**src/hw/rtl/dpsk_sync_costas_framer_defines.svh**
```systemverilog
// Assertion macros for the DBPSK sync/Costas/framer block.
// Used by modules that check their own control logic; needs clk and arst_n in scope.
`ifndef DPSK_SYNC_COSTAS_FRAMER_DEFINES_SVH
`define DPSK_SYNC_COSTAS_FRAMER_DEFINES_SVH

// same-cycle implication
`define DSCF_ASSERT_IMP(lbl, ante, cons, msg) \
	lbl: assert property (@(posedge clk) disable iff (!arst_n) (ante) |-> (cons)) \
	else $error(msg);

// next-cycle implication
`define DSCF_ASSERT_NXT(lbl, ante, cons, msg) \
	lbl: assert property (@(posedge clk) disable iff (!arst_n) (ante) |=> (cons)) \
	else $error(msg);

`endif

```
**src/hw/rtl/dscf_ram.sv**
```systemverilog
// Generic single-write, single-read synchronous RAM with registered read.
// No dependencies.
module dscf_ram #(
	parameter int WIDTH = 32,
	parameter int DEPTH = 20
) (
	input  logic                     clk,
	input  logic                     we,
	input  logic [$clog2(DEPTH)-1:0] waddr,
	input  logic [WIDTH-1:0]         wdata,
	input  logic [$clog2(DEPTH)-1:0] raddr,
	output logic [WIDTH-1:0]         rdata
);

	logic [WIDTH-1:0] mem [DEPTH];
	logic [WIDTH-1:0] rdata_q;

	always_ff @(posedge clk) begin
		if (we) begin
			mem[waddr] <= wdata;
		end
		rdata_q <= mem[raddr];
	end

	assign rdata = rdata_q;

endmodule

```
**config.mk**
```make
export PLATFORM = sky130hd
export DESIGN_NAME = dscf_ram
export DESIGN_NICKNAME = d
export VERILOG_FILES = /design/src/hw/rtl/dpsk_sync_costas_framer_defines.svh /design/src/hw/rtl/dscf_ram.sv
export SDC_FILE = /design/constraint.sdc
export NUM_CORES = 1
export LEC_CHECK = 0
export BUFFER_PORTS_ARGS = -buffer_cell sky130_fd_sc_hd__buf_4
export CORE_UTILIZATION = 52
export CTS_CLUSTER_DIAMETER = 30
export CTS_CLUSTER_SIZE = 16
export DETAILED_ROUTE_END_ITERATION = 8
export HOLD_SLACK_MARGIN = 0.1
export MAX_ROUTING_LAYER = met4
export PLACE_DENSITY = 0.71
export SLEW_MARGIN = 40
export SYNTH_ARGS = -nofsm -noshare
export SYNTH_HDL_FRONTEND = slang
export SYNTH_SLANG_ARGS = --single-unit
```
**constraint.sdc**
```tcl
create_clock -name clk -period 8 [get_ports clk]
set_clock_uncertainty 0.1 [all_clocks]
set_input_delay 0.8 -clock clk [delete_from_list [all_inputs] [get_ports clk]]
set_output_delay 0.8 -clock clk [all_outputs]
set_load 0.01 [all_outputs]
```
==> out/results.txt <==
Status: finished clean
# Post-CTS Setup Buffers: 0
Fmax: 379 MHz
RSZ-0062 raised after global routing: no
Worst reg2reg startpoint: mem[4][30]$_DFFE_PP_
Crit path max fanout: 74
Area Growth Syn to Fin: 21.7%
Drt drc: 0
Largest area contributor in the netlist: edfxtp_1
R2R cell count: 4
DR pass1 iterations: 5
WS Path Type: in2reg
First-pass GRT wire length: 87.4 mm
Crit end category: flop
Total track usage: 0.251
Final Instance Area: 31000 um^2
Layout cells sized above 1: 0.249
Worst min-delay path class: in2reg
Chip width: 223 um
CTS tree: done
Vias in the first global route: 13998
Clk buf depth: 3
Critical hold path startpoint: wdata[20]
Largest net degree at the start of global routing: 75
Final setup violation count: 0
Setup TNS Final: 0 ns
Core ar.: 48000 um^2
Slew of the pin with the lowest slew margin: 0.881 ns
Power, Total: 9.45 mW
Clk Latency, worst-skew pair: 0.67 ns
Clock Sinks: 672
Final ANT Viol Nets: 0
Num CTS Buffers: 116
Critical Path AT: 3.07 ns
GP Congestion: 0.771
PD cells: 305 nW/um^2
DP Area: 26800 um^2
Post-DP HPWL: 27.0 mm
Pre-CTS setup slack: 4.78 ns
Post-Syn Area: 25500 um^2
# hold bufs at CTS: 0
Leakage power: 10.8 nW
GRT overflow: 0
Via count: 13385
Top cell types by occurrence after synthesis: 640 x edfxtp_1, 223 x mux2i_1, 66 x nand2_1
Register bit total from synthesis: 672
Reg clk slew, reported paths: 0.05 ns
Unique masters post-synth: 31
Yosys top cell area share: 0.755
# resized after CTS: 0
Port-buffer cells: 75
I/O Pins: 76
Top-count cell post-synth: edfxtp_1
Max H-tree Level: 3
Period utilization: 0.330
Post-Synthesis Cells: 1362
Post-synth top flop: edfxtp_1
Initial Utilization: 0.530
Post-synth EDFFs: 640
Area contributors post-synth: edfxtp_1 75%, mux2i_1 8.8%, mux4_2 2.8%
Drt total wl: 59.4 mm
Pins Over Slew Limit: 0
Critical Path End: rdata[30]$_DFF_P_
FF-to-FF setup slack: 6.67 ns
FP Rows: 80
Die height: 223 um
IR drop worst, VDD: 0.201 mV
Final Net Count: 1562
DR iter-0 viols: 1373
Final core utilization: 0.645
Worst Setup SP: raddr[0]
Initial antenna violation count: 2
Worst reg2reg path endpoint: rdata[30]$_DFF_P_
CP required: 8.44 ns
Avg Inst Size Synth: 18.7 um^2
Sequential share of the synthesized area: 0.780
Final worst path period need: 2.64 ns
Hold Vio Cnt, Final: 0
FFs w/ async S/R, synth: 0
Root buffer cell: clkbuf_16
Worst Setup Start Kind: input pin
DIE AREA: 49800 um^2
Max-slew headroom: 0.413
Yosys warnings: 0
Syn Nets: 1406
DR WL/cell: 26.5 um
Drt via density: 5.98
MaxCap Viol Count: 0
Slack of the critical path: 5.36 ns
==> power by group <==
group	internal, mW	leakage, nW	total (mW)	switching (mW)
Sequential	3.92	6.04	3.94	0.0211
Clock	3.43	1.99	5.15	1.73
Combinational	0.135	2.80	0.355	0.220
==> metrics by stage <==
step,hold slack [ns],instances
finish,0.351,2238
global route,0.365,2238
CTS,0.331,2236
detailed placement,0.483,2015
global placement,0.479,2012
floorplan,0.446,1362
==> registers in the layout, indices dropped and copies added, names as in the netlist <==
signal	flops
rdata	32
mem	640
==> layout by cell type (no fill, tap or decap), types with 32 or more instances in the layout <==
master,n
mux4_2,32
edfxtp_1,640
dfxtp_1,32
a211oi_1,32
buf_4,104
nor2_1,33
mux2_2,32
mux2i_1,223
a22oi_1,32
nand2_1,66
nand3_1,65
a21oi_1,32
clkbuf_16,116
==> final cells by class <==
class	count	area, um^2
flip-flops and latches	672	19900
repair buffers	109	882
clock inverters	93	1200
fillers	3193	17100
well taps	615	769
clock buffers	128	2970
diodes	2	5.00
multi-input cells	619	5300
==> kinds of logic after synthesis <==
family	after synthesis	synth area share
DFF	672	0.780
and+or+nand+nor	203	0.0363
buffers and inverters	71	0.0198
AOI/OAI and AO/OA	128	0.0331
muxes	288	0.131
==> per-layer routing <==
layer | GRT usage | part of all wire | vias up | wire [um]
met3 | 0.0425 | 0.072 | 123 | 4270
met1 | 0.306 | 0.39 | 6885 | 23100
met5 | - | 0 | - | 0
li1 | - | - | 5791 | -
met2 | 0.419 | 0.51 | 586 | 30300
met4 | 0.101 | 0.028 | 0 | 1660
==> worst max-delay path, cell delays in order <==
cell and delay, ns:
buf_8 0.35, buf_12 0.49, buf_16 0.41, mux2_4 0.35
o2bb2ai_1 0.14, a211oi_1 0.22, nand3_1 0.11
==> worst min-delay path by stage <==
stage | slack (ns) | endpoint | depth (start not counted)
global placement | 0.48 | rdata[5]$_DFF_P_ | 4
CTS | 0.33 | mem[1][20]$_DFFE_PP_ | 1
detailed placement | 0.48 | rdata[30]$_DFF_P_ | 4
global route | 0.37 | mem[0][19]$_DFFE_PP_ | 1
floorplan | 0.45 | rdata[0]$_DFF_P_ | 4
finish | 0.35 | mem[1][20]$_DFFE_PP_ | 1
Note: power is estimated with default switching activity, not from simulation.
