<file path="src/hw/rtl/dpsk_sync_costas_framer_defines.svh">
// Assertion macros for the DBPSK sync/Costas/framer block.
// Used by modules that check their own control logic; needs clk and arst_n in scope.
`ifndef DPSK_SYNC_COSTAS_FRAMER_DEFINES_SVH
`define DPSK_SYNC_COSTAS_FRAMER_DEFINES_SVH

// same-cycle implication
`define DSCF_ASSERT_IMP(lbl, ante, cons, msg) \
	lbl: assert property (@(posedge clk) disable iff (!arst_n) (ante) |-> (cons)) \
	else $error(msg);

// next-cycle implication
`define DSCF_ASSERT_NXT(lbl, ante, cons, msg) \
	lbl: assert property (@(posedge clk) disable iff (!arst_n) (ante) |=> (cons)) \
	else $error(msg);

`endif

</file>
<file path="src/hw/rtl/dscf_pkg.sv">
// Shared types and constants of the DBPSK sync/Costas/framer block.
// No dependencies.
package dscf_pkg;

	localparam int WINDOW_LEN_DEF  = 20;
	localparam int SAMPLE_BITS_DEF = 16;

	localparam int WFRAC  = 21;
	localparam int WBITS  = 24;
	localparam int STEP_W = 16;
	localparam int PAT_W  = 32;
	localparam int FB_W   = 8;
	localparam int DL_W   = 7;
	localparam int CFG_W  = 32;
	localparam int CIDX_W = 3;
	localparam int BYTE_W = 8;

	localparam int MUL_A_W = 32;
	localparam int MUL_B_W = 25;
	localparam int MUL_P_W = MUL_A_W + MUL_B_W;

	localparam logic [CIDX_W-1:0] REG_STEP    = 3'd0;
	localparam logic [CIDX_W-1:0] REG_PATTERN = 3'd1;
	localparam logic [CIDX_W-1:0] REG_FBYTES  = 3'd2;
	localparam logic [CIDX_W-1:0] REG_DLIMIT  = 3'd3;

	localparam logic [STEP_W-1:0] STEP_RST = 16'd66;
	localparam logic [PAT_W-1:0]  PAT_RST  = 32'h2B2B_2B2B;
	localparam logic [FB_W-1:0]   FB_RST   = 8'd72;
	localparam logic [DL_W-1:0]   DL_RST   = 7'd10;

	localparam logic signed [WBITS-1:0] WEIGHT_ONE = 24'sh20_0000;

	localparam logic [4:0] PERIOD_NOM   = 5'd20;
	localparam logic [4:0] PERIOD_SHORT = 5'd19;
	localparam logic [4:0] PERIOD_LONG  = 5'd21;

	localparam logic [1:0] SIGN_NONE  = 2'd0;
	localparam logic [1:0] SIGN_PLUS  = 2'd1;
	localparam logic [1:0] SIGN_MINUS = 2'd2;

	localparam logic [3:0] OP_WI_XI = 4'd0;
	localparam logic [3:0] OP_WQ_XQ = 4'd1;
	localparam logic [3:0] OP_WQ_XI = 4'd2;
	localparam logic [3:0] OP_WI_XQ = 4'd3;
	localparam logic [3:0] OP_EI_XI = 4'd4;
	localparam logic [3:0] OP_EQ_XQ = 4'd5;
	localparam logic [3:0] OP_EQ_XI = 4'd6;
	localparam logic [3:0] OP_EI_XQ = 4'd7;
	localparam logic [3:0] OP_GI_ST = 4'd8;
	localparam logic [3:0] OP_GQ_ST = 4'd9;

	typedef enum logic [2:0] {
		ST_IDLE,
		ST_SWEEP,
		ST_VOTE,
		ST_MUL,
		ST_EMIT
	} state_t;

	typedef struct packed {
		logic              found;
		logic              bvalid;
		logic [BYTE_W-1:0] bval;
		logic [BYTE_W-1:0] bidx;
		logic              fend;
	} frm_res_t;

endpackage

</file>
<file path="src/hw/rtl/dscf_mul.sv">
// Shared signed multiplier with registered product for the Costas update.
// Uses dscf_pkg for operand widths.
module dscf_mul (
	input  logic                                 clk,
	input  logic signed [dscf_pkg::MUL_A_W-1:0]  a,
	input  logic signed [dscf_pkg::MUL_B_W-1:0]  b,
	output logic signed [dscf_pkg::MUL_P_W-1:0]  p
);

	logic signed [dscf_pkg::MUL_P_W-1:0] p_q;

	always_ff @(posedge clk) begin
		p_q <= dscf_pkg::MUL_P_W'(a) * dscf_pkg::MUL_P_W'(b);
	end

	assign p = p_q;

endmodule

</file>
<file path="config.mk">
export PLATFORM = sky130hd
export DESIGN_NAME = dscf_mul
export DESIGN_NICKNAME = d
export VERILOG_FILES = /design/src/hw/rtl/dpsk_sync_costas_framer_defines.svh /design/src/hw/rtl/dscf_pkg.sv /design/src/hw/rtl/dscf_mul.sv
export SDC_FILE = /design/constraint.sdc
export NUM_CORES = 2
export LEC_CHECK = 0
export BUFFER_PORTS_ARGS = -buffer_cell sky130_fd_sc_hd__buf_2
export CAP_MARGIN = 20
export CORE_MARGIN = 4
export CORE_UTILIZATION = 44
export DETAILED_ROUTE_END_ITERATION = 10
export RECOVER_POWER = 50
export SYNTH_ARGS = -nofsm -noshare
export SYNTH_HDL_FRONTEND = slang
export SYNTH_SLANG_ARGS = --single-unit
</file>
<file path="constraint.sdc">
create_clock -name clk -period 12.6 [get_ports clk]
set_clock_uncertainty 0.15 [all_clocks]
set_input_delay 1.26 -clock clk [delete_from_list [all_inputs] [get_ports clk]]
set_output_delay 1.26 -clock clk [all_outputs]
set_load 0.05 [all_outputs]
</file>
==> PnR_summary.wiki <==
{| class="wikitable"
! Metric !! Value
|-
| Starting density of the core || 0.448
|-
| Failing checks || capacitance limit, slew limit
|-
| Cell type group with the largest total delay on the critical path || adder cells
|-
| Avg Synthesized Cell Area || 9.25 µm²
|-
| Dominant combinational cell family by area after synthesis || adder cells
|-
| Die outline area || 71600 µm²
|-
| Overflow left after global routing || 0
|-
| Ratio of cells with drive above 1 in the final layout || 0.0314
|-
| Max-cap violations || 1
|-
| Growth of design area from synthesis to finish || 4.66%
|-
| Vias in the first global route || 23001
|-
| Cell with the biggest individual delay on the critical path || fa_1
|-
| Setup repair after global routing missed its margin || false
|-
| Fraction of post-synthesis cell area in the top cell type by area || 0.553
|-
| Cells along the critical path || buf_2, nand2_1, inv_1, fa_1, fa_1, fa_1, inv_1, fa_1, inv_1, fa_1, inv_1, fa_1, inv_1, ha_1, and3_1, nand2_1, nor2_1, nand2_1, a311oi_2, o21ai_0, and4b_1, or3_1, o311ai_0
|-
| Sequential cell area fraction in the yosys report || 0.0385
|-
| # nets final || 4216
|-
| Placed wire-length estimate || 60500 µm
|-
| Post-Syn Area || 29600 µm²
|-
| Cell count after synthesis || 3204
|-
| Complex-gate fraction of the synthesized area || 0.0413
|-
| Global-route usage over all layers || 0.223
|-
| Worst path arrival time || 9.44 ns
|-
| I/O Buffers || 114
|-
| Count of final hold-check violations || 0
|-
| Final setup fails || 0
|-
| Share of the synthesized netlist area taken by xor and xnor gates || 0.0177
|-
| Worst path bufs/invs || 6
|-
| Max FFs per register || 57
|-
| Basic-gate share of the synthesized area counting and, or, nand and nor cells || 0.155
|-
| CP Launch Type || primary input
|-
| Antenna violations before repair || 5
|-
| Flip-flop cell with the highest count after synthesis || dfxtp_1
|-
| Overall via count from detail_route || 20330
|-
| Multiplexer area fraction after synthesis || 0
|-
| Count of flip-flops with a built-in enable after synthesis || 0
|-
| CP Max Fanout || 32
|-
| Total wirelength of the detailed-routed design || 74400 µm
|-
| Die extent in x || 268 µm
|-
| Clk root buf || clkbuf_16
|-
| Post-Syn Nets || 4236
|-
| Achievable frequency || 107 MHz
|-
| Headroom to the max-slew limit || -0.00720
|-
| Remaining design rule violation count || 0
|-
| Number of buffers inserted during clock tree synthesis || 9
|-
| H-tree Lvls || 3
|-
| Yosys cell types || 63
|-
| Synth Area in Adders || 0.619
|-
| Most repeated library cell on the critical path || fa_1
|-
| Count of hold-fix buffers inserted at cts || 0
|-
| Total core area || 66200 µm²
|-
| Kind of end point of the critical path || flip-flop
|-
| Number of buffers on the longest clock path || 2
|-
| Cells taking the most area after synthesis || fa_1 55%, inv_1 11%, and2_1 8.4%, ha_1 6.5%, nand2_1 5.2%
|-
| DRT antenna net count || 0
|-
| Delay of the slowest cell on the worst path || 1.06 ns
|-
| Largest area contributor in the synthesized netlist || fa_1
|-
| Status || finished with violations
|-
| Async set-or-reset flop fraction in the synthesized netlist || 0
|-
| Weighted congestion reported at the end of routability-driven placement || 0.839
|-
| Y dimension of the die || 268 µm
|-
| Final-layout setup total negative slack || 0 ns
|-
| Worst Hold Slack || 1.31 ns
|-
| Cell row count || 94
|-
| Number of top-level design ports || 115
|-
| Number of gates resized after CTS || 0
|-
| Worst min-delay path category || in2reg
|-
| Setup Crit Path Kind || in2reg
|-
| Worst Path Required || 12.68 ns
|-
| Ratio of routed vias to standard cells || 5.01
|-
| Routed length per placed instance || 18.3 µm
|-
| Clock transition at the registers of the reported paths || 0.06 ns
|-
| Drt first pass iters || 5
|-
| Sink count of the clock tree || 57
|-
| Clock tree from TritonCTS || built
|-
| Post-layout min period || 9.36 ns
|-
| Largest net degree at the start of global routing || 33
|-
| Transition at the pin with the smallest max-transition slack || 1.51 ns
|-
| Iteration-0 DRC count of the detailed router || 1065
|-
| Pins Over Slew Limit || 26
|-
| Utilization of the core after routing || 0.468
|-
| Count of buffers added by post-CTS timing repair for setup || 0
|-
| First-pass GRT wire length || 125000 µm
|-
| Number of warnings issued by yosys || 0
|-
| Share of the cycle needed by the critical path after routing || 0.743
|-
| Flip-flop and latch count after synthesis || 57
|}
## cells in the mapped netlist (all sizes together), types with 5 or more instances
master / count
inv: 860
fa: 819
nand2: 410
and2: 398
ha: 155
clkbuf: 148
dfxtp: 57
a21oi: 52
nor2: 50
xnor2: 45
o21ai: 42
a21o: 27
xor2: 15
nand2b: 14
nand3: 13
a31oi: 9
nand4: 9
a211oi: 6
and3: 6
nor3: 6
buf: 5
o21bai: 5
## kinds of logic after synthesis
family	count (synthesis)
AO/OA/AOI/OAI	179
AND/OR/NAND/NOR	921
adder cells (fa/ha/maj)	974
flip-flops	57
buffers and inverters	1013
XOR/XNOR	60
## metrics by stage
| step | setup WS [ns] | std cells | cell area, µm² |
|---|---|---|---|
| after floorplan | 4.84 | 3204 | 29600 |
| after global placement | 2.78 | 4037 | 30800 |
| after detailed placement | 2.79 | 4037 | 30800 |
| after CTS | 3.18 | 4053 | 31100 |
| after global routing | 2.86 | 4053 | 31000 |
| final | 3.24 | 4058 | 31000 |
## cell type report
type / instances / area (µm²)
multi-input cells: 2134 / 24700
fillers: 6470 / 35200
repair buffers: 122 / 561
clock inverters: 7 / 70.1
well taps: 864 / 1080
inverters: 860 / 3230
clock buffers: 9 / 225
flip-flops and latches: 57 / 1140
diodes: 5 / 12.5
## metal layers
metal  global-route usage  part of all wire  vias to the layer above
met1                0.299              0.44                    10774
met2                0.392              0.50                      430
li1                     -                 -                     9053
met4               0.0543             0.023                        2
met5                    0           0.00017                        -
met3               0.0254             0.042                       71
## layout by cell type, fill, tap and decap left out, types with 40 or more instances in the layout
master,count
a21oi_1,51
and2_1,396
buf_2,58
clkbuf_1,56
dfxtp_1,57
fa_1,819
ha_1,155
inv_1,860
nand2_1,410
nor2_1,50
o21ai_0,40
xnor2_1,45
## path summary, 6_finish.rpt
path	start	end	cells after the start	slack, ns
max	b[1]	p[53]	23	3.24
min	b[0]	p[0]	2	1.31
Power is not shown: default switching activity piles up to over one toggle a cycle in this logic, so the estimate is an artifact.
