## config.mk

```make
export PLATFORM = sky130hd
export DESIGN_NAME = dscf_framer
export DESIGN_NICKNAME = d
export VERILOG_FILES = /design/src/hw/rtl/dpsk_sync_costas_framer_defines.svh /design/src/hw/rtl/dscf_pkg.sv /design/src/hw/rtl/dscf_framer.sv
export SDC_FILE = /design/constraint.sdc
export NUM_CORES = 1
export LEC_CHECK = 0
export ABC_AREA = 1
export BUFFER_PORTS_ARGS = -buffer_cell sky130_fd_sc_hd__buf_4
export CORE_MARGIN = 8
export CORE_UTILIZATION = 55
export CTS_BUF_LIST = sky130_fd_sc_hd__clkbuf_16
export DETAILED_ROUTE_END_ITERATION = 12
export PLACE_DENSITY = 0.87
export SKIP_CTS_REPAIR_TIMING = 1
export SKIP_LAST_GASP = 1
export SYNTH_ARGS = -nofsm -noshare
export SYNTH_HDL_FRONTEND = slang
export SYNTH_SLANG_ARGS = --single-unit
```

## constraint.sdc

```tcl
create_clock -name clk -period 3.1 [get_ports clk]
set_input_delay 0.155 -clock clk [delete_from_list [all_inputs] [get_ports clk]]
set_output_delay 0.155 -clock clk [all_outputs]
set_load 0.1 [all_outputs]
```

## src/hw/rtl/dpsk_sync_costas_framer_defines.svh

```systemverilog
// Assertion macros for the DBPSK sync/Costas/framer block.
// Used by modules that check their own control logic; needs clk and arst_n in scope.
`ifndef DPSK_SYNC_COSTAS_FRAMER_DEFINES_SVH
`define DPSK_SYNC_COSTAS_FRAMER_DEFINES_SVH

// same-cycle implication
`define DSCF_ASSERT_IMP(lbl, ante, cons, msg) \
	lbl: assert property (@(posedge clk) disable iff (!arst_n) (ante) |-> (cons)) \
	else $error(msg);

// next-cycle implication
`define DSCF_ASSERT_NXT(lbl, ante, cons, msg) \
	lbl: assert property (@(posedge clk) disable iff (!arst_n) (ante) |=> (cons)) \
	else $error(msg);

`endif

```

## src/hw/rtl/dscf_pkg.sv

```systemverilog
// Shared types and constants of the DBPSK sync/Costas/framer block.
// No dependencies.
package dscf_pkg;

	localparam int WINDOW_LEN_DEF  = 20;
	localparam int SAMPLE_BITS_DEF = 16;

	localparam int WFRAC  = 21;
	localparam int WBITS  = 24;
	localparam int STEP_W = 16;
	localparam int PAT_W  = 32;
	localparam int FB_W   = 8;
	localparam int DL_W   = 7;
	localparam int CFG_W  = 32;
	localparam int CIDX_W = 3;
	localparam int BYTE_W = 8;

	localparam int MUL_A_W = 32;
	localparam int MUL_B_W = 25;
	localparam int MUL_P_W = MUL_A_W + MUL_B_W;

	localparam logic [CIDX_W-1:0] REG_STEP    = 3'd0;
	localparam logic [CIDX_W-1:0] REG_PATTERN = 3'd1;
	localparam logic [CIDX_W-1:0] REG_FBYTES  = 3'd2;
	localparam logic [CIDX_W-1:0] REG_DLIMIT  = 3'd3;

	localparam logic [STEP_W-1:0] STEP_RST = 16'd66;
	localparam logic [PAT_W-1:0]  PAT_RST  = 32'h2B2B_2B2B;
	localparam logic [FB_W-1:0]   FB_RST   = 8'd72;
	localparam logic [DL_W-1:0]   DL_RST   = 7'd10;

	localparam logic signed [WBITS-1:0] WEIGHT_ONE = 24'sh20_0000;

	localparam logic [4:0] PERIOD_NOM   = 5'd20;
	localparam logic [4:0] PERIOD_SHORT = 5'd19;
	localparam logic [4:0] PERIOD_LONG  = 5'd21;

	localparam logic [1:0] SIGN_NONE  = 2'd0;
	localparam logic [1:0] SIGN_PLUS  = 2'd1;
	localparam logic [1:0] SIGN_MINUS = 2'd2;

	localparam logic [3:0] OP_WI_XI = 4'd0;
	localparam logic [3:0] OP_WQ_XQ = 4'd1;
	localparam logic [3:0] OP_WQ_XI = 4'd2;
	localparam logic [3:0] OP_WI_XQ = 4'd3;
	localparam logic [3:0] OP_EI_XI = 4'd4;
	localparam logic [3:0] OP_EQ_XQ = 4'd5;
	localparam logic [3:0] OP_EQ_XI = 4'd6;
	localparam logic [3:0] OP_EI_XQ = 4'd7;
	localparam logic [3:0] OP_GI_ST = 4'd8;
	localparam logic [3:0] OP_GQ_ST = 4'd9;

	typedef enum logic [2:0] {
		ST_IDLE,
		ST_SWEEP,
		ST_VOTE,
		ST_MUL,
		ST_EMIT
	} state_t;

	typedef struct packed {
		logic              found;
		logic              bvalid;
		logic [BYTE_W-1:0] bval;
		logic [BYTE_W-1:0] bidx;
		logic              fend;
	} frm_res_t;

endpackage

```

## src/hw/rtl/dscf_framer.sv

```systemverilog
// Preamble search and LSB-first byte collector driven by decided bits.
// Uses dscf_pkg for the result struct and widths.
module dscf_framer (
	input  logic                          clk,
	input  logic                          arst_n,
	input  logic                          en,
	input  logic                          bit_in,
	input  logic [dscf_pkg::PAT_W-1:0]    pattern,
	input  logic [dscf_pkg::FB_W-1:0]     frame_bytes,
	output dscf_pkg::frm_res_t            res
);

	logic [dscf_pkg::PAT_W-1:0]  pre_q;
	logic                        in_frame_q;
	logic [dscf_pkg::BYTE_W-1:0] byte_q;
	logic [2:0]                  bit_cnt_q;
	logic [dscf_pkg::FB_W-1:0]   byte_cnt_q;

	logic [dscf_pkg::PAT_W-1:0]  pre_nxt;
	logic [dscf_pkg::BYTE_W-1:0] byte_nxt;
	logic [2:0]                  bit_cnt_nxt;
	logic [dscf_pkg::FB_W-1:0]   byte_cnt_inc;
	logic                        match;
	logic                        bdone;
	logic                        last;

	always_comb begin
		pre_nxt      = {bit_in, pre_q[dscf_pkg::PAT_W-1:1]};
		byte_nxt     = {bit_in, byte_q[dscf_pkg::BYTE_W-1:1]};
		bit_cnt_nxt  = bit_cnt_q + 3'd1;
		byte_cnt_inc = byte_cnt_q + 8'd1;
		match        = (pre_nxt == pattern);
		bdone        = (bit_cnt_nxt == 3'd0);
		last         = (byte_cnt_inc >= frame_bytes) || (byte_cnt_inc == 8'd0);

		res.found  = en && !in_frame_q && match;
		res.bvalid = en && in_frame_q && bdone;
		res.bval   = res.bvalid ? byte_nxt : '0;
		res.bidx   = res.bvalid ? byte_cnt_q : '0;
		res.fend   = res.bvalid && last;
	end

	always_ff @(posedge clk or negedge arst_n) begin
		if (!arst_n) begin
			pre_q      <= '0;
			in_frame_q <= 1'b0;
			byte_q     <= '0;
			bit_cnt_q  <= '0;
			byte_cnt_q <= '0;
		end else if (en) begin
			if (!in_frame_q) begin
				pre_q      <= match ? '0 : pre_nxt;
				in_frame_q <= match;
			end else begin
				byte_q    <= bdone ? '0 : byte_nxt;
				bit_cnt_q <= bit_cnt_nxt;
				if (bdone) begin
					byte_cnt_q <= last ? '0 : byte_cnt_inc;
					if (last) begin
						in_frame_q <= 1'b0;
					end
				end
			end
		end
	end

endmodule

```

==> metrics <==
CP delay by family, top compound AO/OA/AOI/OAI gates; busiest grt layer met2; Inserted Diodes 0; run status finished clean; Setup-failing EPs final 0; num ports 63; post-synthesis mux area share 0%; prevailing post-synth register cell dfrtp_1; Avg Inst Size Synth 7.24 µm²; Sw Share 40.4%; routed vias/inst 4.89; commonest cells after routing, fill and taps aside nand2_1, buf_4, inv_1; met2 Use GR 28.7%; Max Fanout on Critical Path 9; Critical path buffers and inverters 2; Post-DP HPWL 5030 µm; skew final 0.00798 ns; Critical Path End Type output pin; critical path class flip-flop to output pin; Layout Nets 539; combinational group share of total power 37.6%; CTS clock-pin slew for the worst setup and hold paths 0.06 ns; static leakage 2.01 nW; Synth async-reset ratio 100%; Fmax 0.360 GHz; total chip power 2.57 mW; critical path arrival 2.62 ns; later-pin clock latency in the skew report 0.29 ns; layout cells sized above 1 19.2%; fin crit share 89.5%; Post-Layout Cell Count 556; Top cell by count, worst path nand2_2; placed cells 547; Row Count 27; distinct cell type count after synthesis 27; Pint 1.53 mW; vias in the first global route 2613; worst hold endpoint pre_q[31]; worst reg2reg path startpoint byte_cnt_q[2]; pwr/cell area 690 mW/mm²; GR Overflow Total 0; Max Slew Vio Count 0; final antenna-violating net count 0; Horiz. Die Dim 90.6 µm; clock power share 20.7%; Hold Crit Start bit_in; worst reg2reg path depth 12; largest family of logic cells by synthesized area simple AND/OR/NAND/NOR gates; die height 90.6 µm; Final GP Congestion 0.838; DR DRC count 0; Synth Area in XOR/XNOR 5.97%; GR Layer Usage met1 18.5%; DR iter-0 viols 162; actual slew at the worst max-slew pin 0.687 ns; P_sw 1.04 mW; GRT Util Overall 16.4%; TNS Setup 0 ns; Compound-Gate Fraction of Synth Area 5.31%; slowest stage delay, CP 0.44 ns; syn_nets 479; Critical Path, Cell by Cell ha_1 > nand3_2 > o21ai_1 > nand2_2 > ha_1 > nand2_1 > o21ai_0 > a21oi_4 > nand2_2 > nand2_2 > inv_1 > buf_4; first-pass GRT wire length 11300 µm; CTS sink cnt 50; area grow syn2layout 21.6%; RSZ-0062 raised after global routing false; Max Cap Violations 0; largest net degree at the start of global routing 51; crit start category flip-flop; Slew HR 54.1%; WHS Path Cells 3; Max clock buf depth 2; WP depth 12; CTS root buf clkbuf_16; CTS tree done; CTS Buf Count 5; Worst VDD drop 0.468 mV; Synth Register Bits 50; Simple-Gate Fraction of Synth Area 33.7%; Port Buf Inserts 62; htree depth 2; Core Footprint 0.00544 mm²; router iterations before antenna repair 4; initial core utilization 56.3%; adder-cell share of the synthesized area 4.91%; initial antenna violation count 0; CP max stage cell dfrtp_1; R2R Path End in_frame_q; Post-synth EDFFs 0; Mapped Cells 423; min cycle time layout 2.78 ns; final hold violation count 0; Flop pwr share 41.7%; R2R Setup Slk 0.85 ns; total routed wirelength 6620 µm; Hold Crit Class primary input to flip-flop; sequential element share of the synthesized area 40.9%; worst hold slack 0.142 ns; commonest non-fill, non-tap cell in the layout nand2_1; warnings from Yosys 0; critical path data required time 2.94 ns; cell area after synthesis 0.00306 mm²; WL per Instance 11.9 µm; die area 0.00821 mm²; Vias 2721; GRT met3 Usage 4.90%
## worst max-delay path by stage
stage | from | endpoint | slack, ns
after floorplan | bit_cnt_q[0] | res[1] | 0.45
after global routing | byte_cnt_q[0] | res[0] | 0.14
final | byte_cnt_q[0] | res[0] | 0.32
after detailed placement | byte_cnt_q[0] | res[0] | 0.65
after global placement | byte_cnt_q[0] | res[0] | 0.72
after CTS | byte_cnt_q[0] | res[0] | 0.33
## final cells by class
cell class                 instances  area, µm²
fill                             470       1720
multi-input combinational        302       1530
sequential                        50       1250
timing repair buffer              64        483
inverter                          60        225
clock buffer                       5        125
tap                               72       90.1
clock inverter                     3       18.8
## registers in the layout (all words and copies together) (netlist names)
name        count
bit_cnt_q       3
byte_q          7
pre_q          31
byte_cnt_q      8
in_frame_q      1
## synth_stat cells, types with 2 or more instances
cell,number,area share (%)
nand2_1,151,19
inv_1,51,6.3
dfrtp_1,50,41
nand3_1,36,5.9
nor2_1,30,3.7
xnor2_1,18,5.2
o21ai_0,15,2.5
ha_1,12,4.9
o21ai_1,10,1.6
nand4_1,9,1.8
inv_2,7,0.86
nand2_2,6,1.2
buf_2,4,0.65
a21oi_1,3,0.49
buf_1,3,0.37
clkbuf_1,3,0.37
clkinv_1,2,0.25
nand3_2,2,0.65
nor2_2,2,0.41
nor2_4,2,0.74
## logic make-up (layout without fill, tap and decap cells)
family | count (synthesis) | count (layout)
simple gates | 240 | 240
compound gates | 30 | 30
fa+ha+maj | 12 | 12
buf+inv | 71 | 132
xor+xnor | 20 | 20
flops | 50 | 50
## power groups by stage
stage	Sequential [mW]	Combinational [mW]	Clock (mW)
global placement	1.07	0.930	0
finish	1.07	0.965	0.530
floorplan	1.04	0.767	0
detailed placement	1.08	0.973	0
global route	1.10	1.10	0.571
CTS	1.07	0.976	0.544
## worst reg2reg max path, cell delays in order (launching register included)
cell     delay [ns]
dfrtp_1        0.47
nand3_2        0.14
nor2_2         0.14
xor2_2         0.21
inv_1          0.08
ha_1           0.29
a21oi_1        0.15
o21ai_0        0.14
a21oi_4        0.28
nand2_2        0.09
nand2_2        0.07
nand2_1        0.08
inv_1          0.06
## metrics by stage
step	utilization, %	setup WS [ns]	area, µm²
after floorplan	-	0.447	3060
after global placement	65.6	0.722	3570
after detailed placement	65.6	0.649	3570
after CTS	68.2	0.328	3710
after global routing	68.4	0.144	3720
final	68.4	0.324	3720
## metal layers
metal	share of wire (%)	vias to the layer above	wire, µm
li1	-	1427	-
met1	44	1229	2920
met2	49	59	3280
met3	5.3	6	353
met4	1.1	0	74
met5	0	-	0
(Power assumes the default switching activity.)
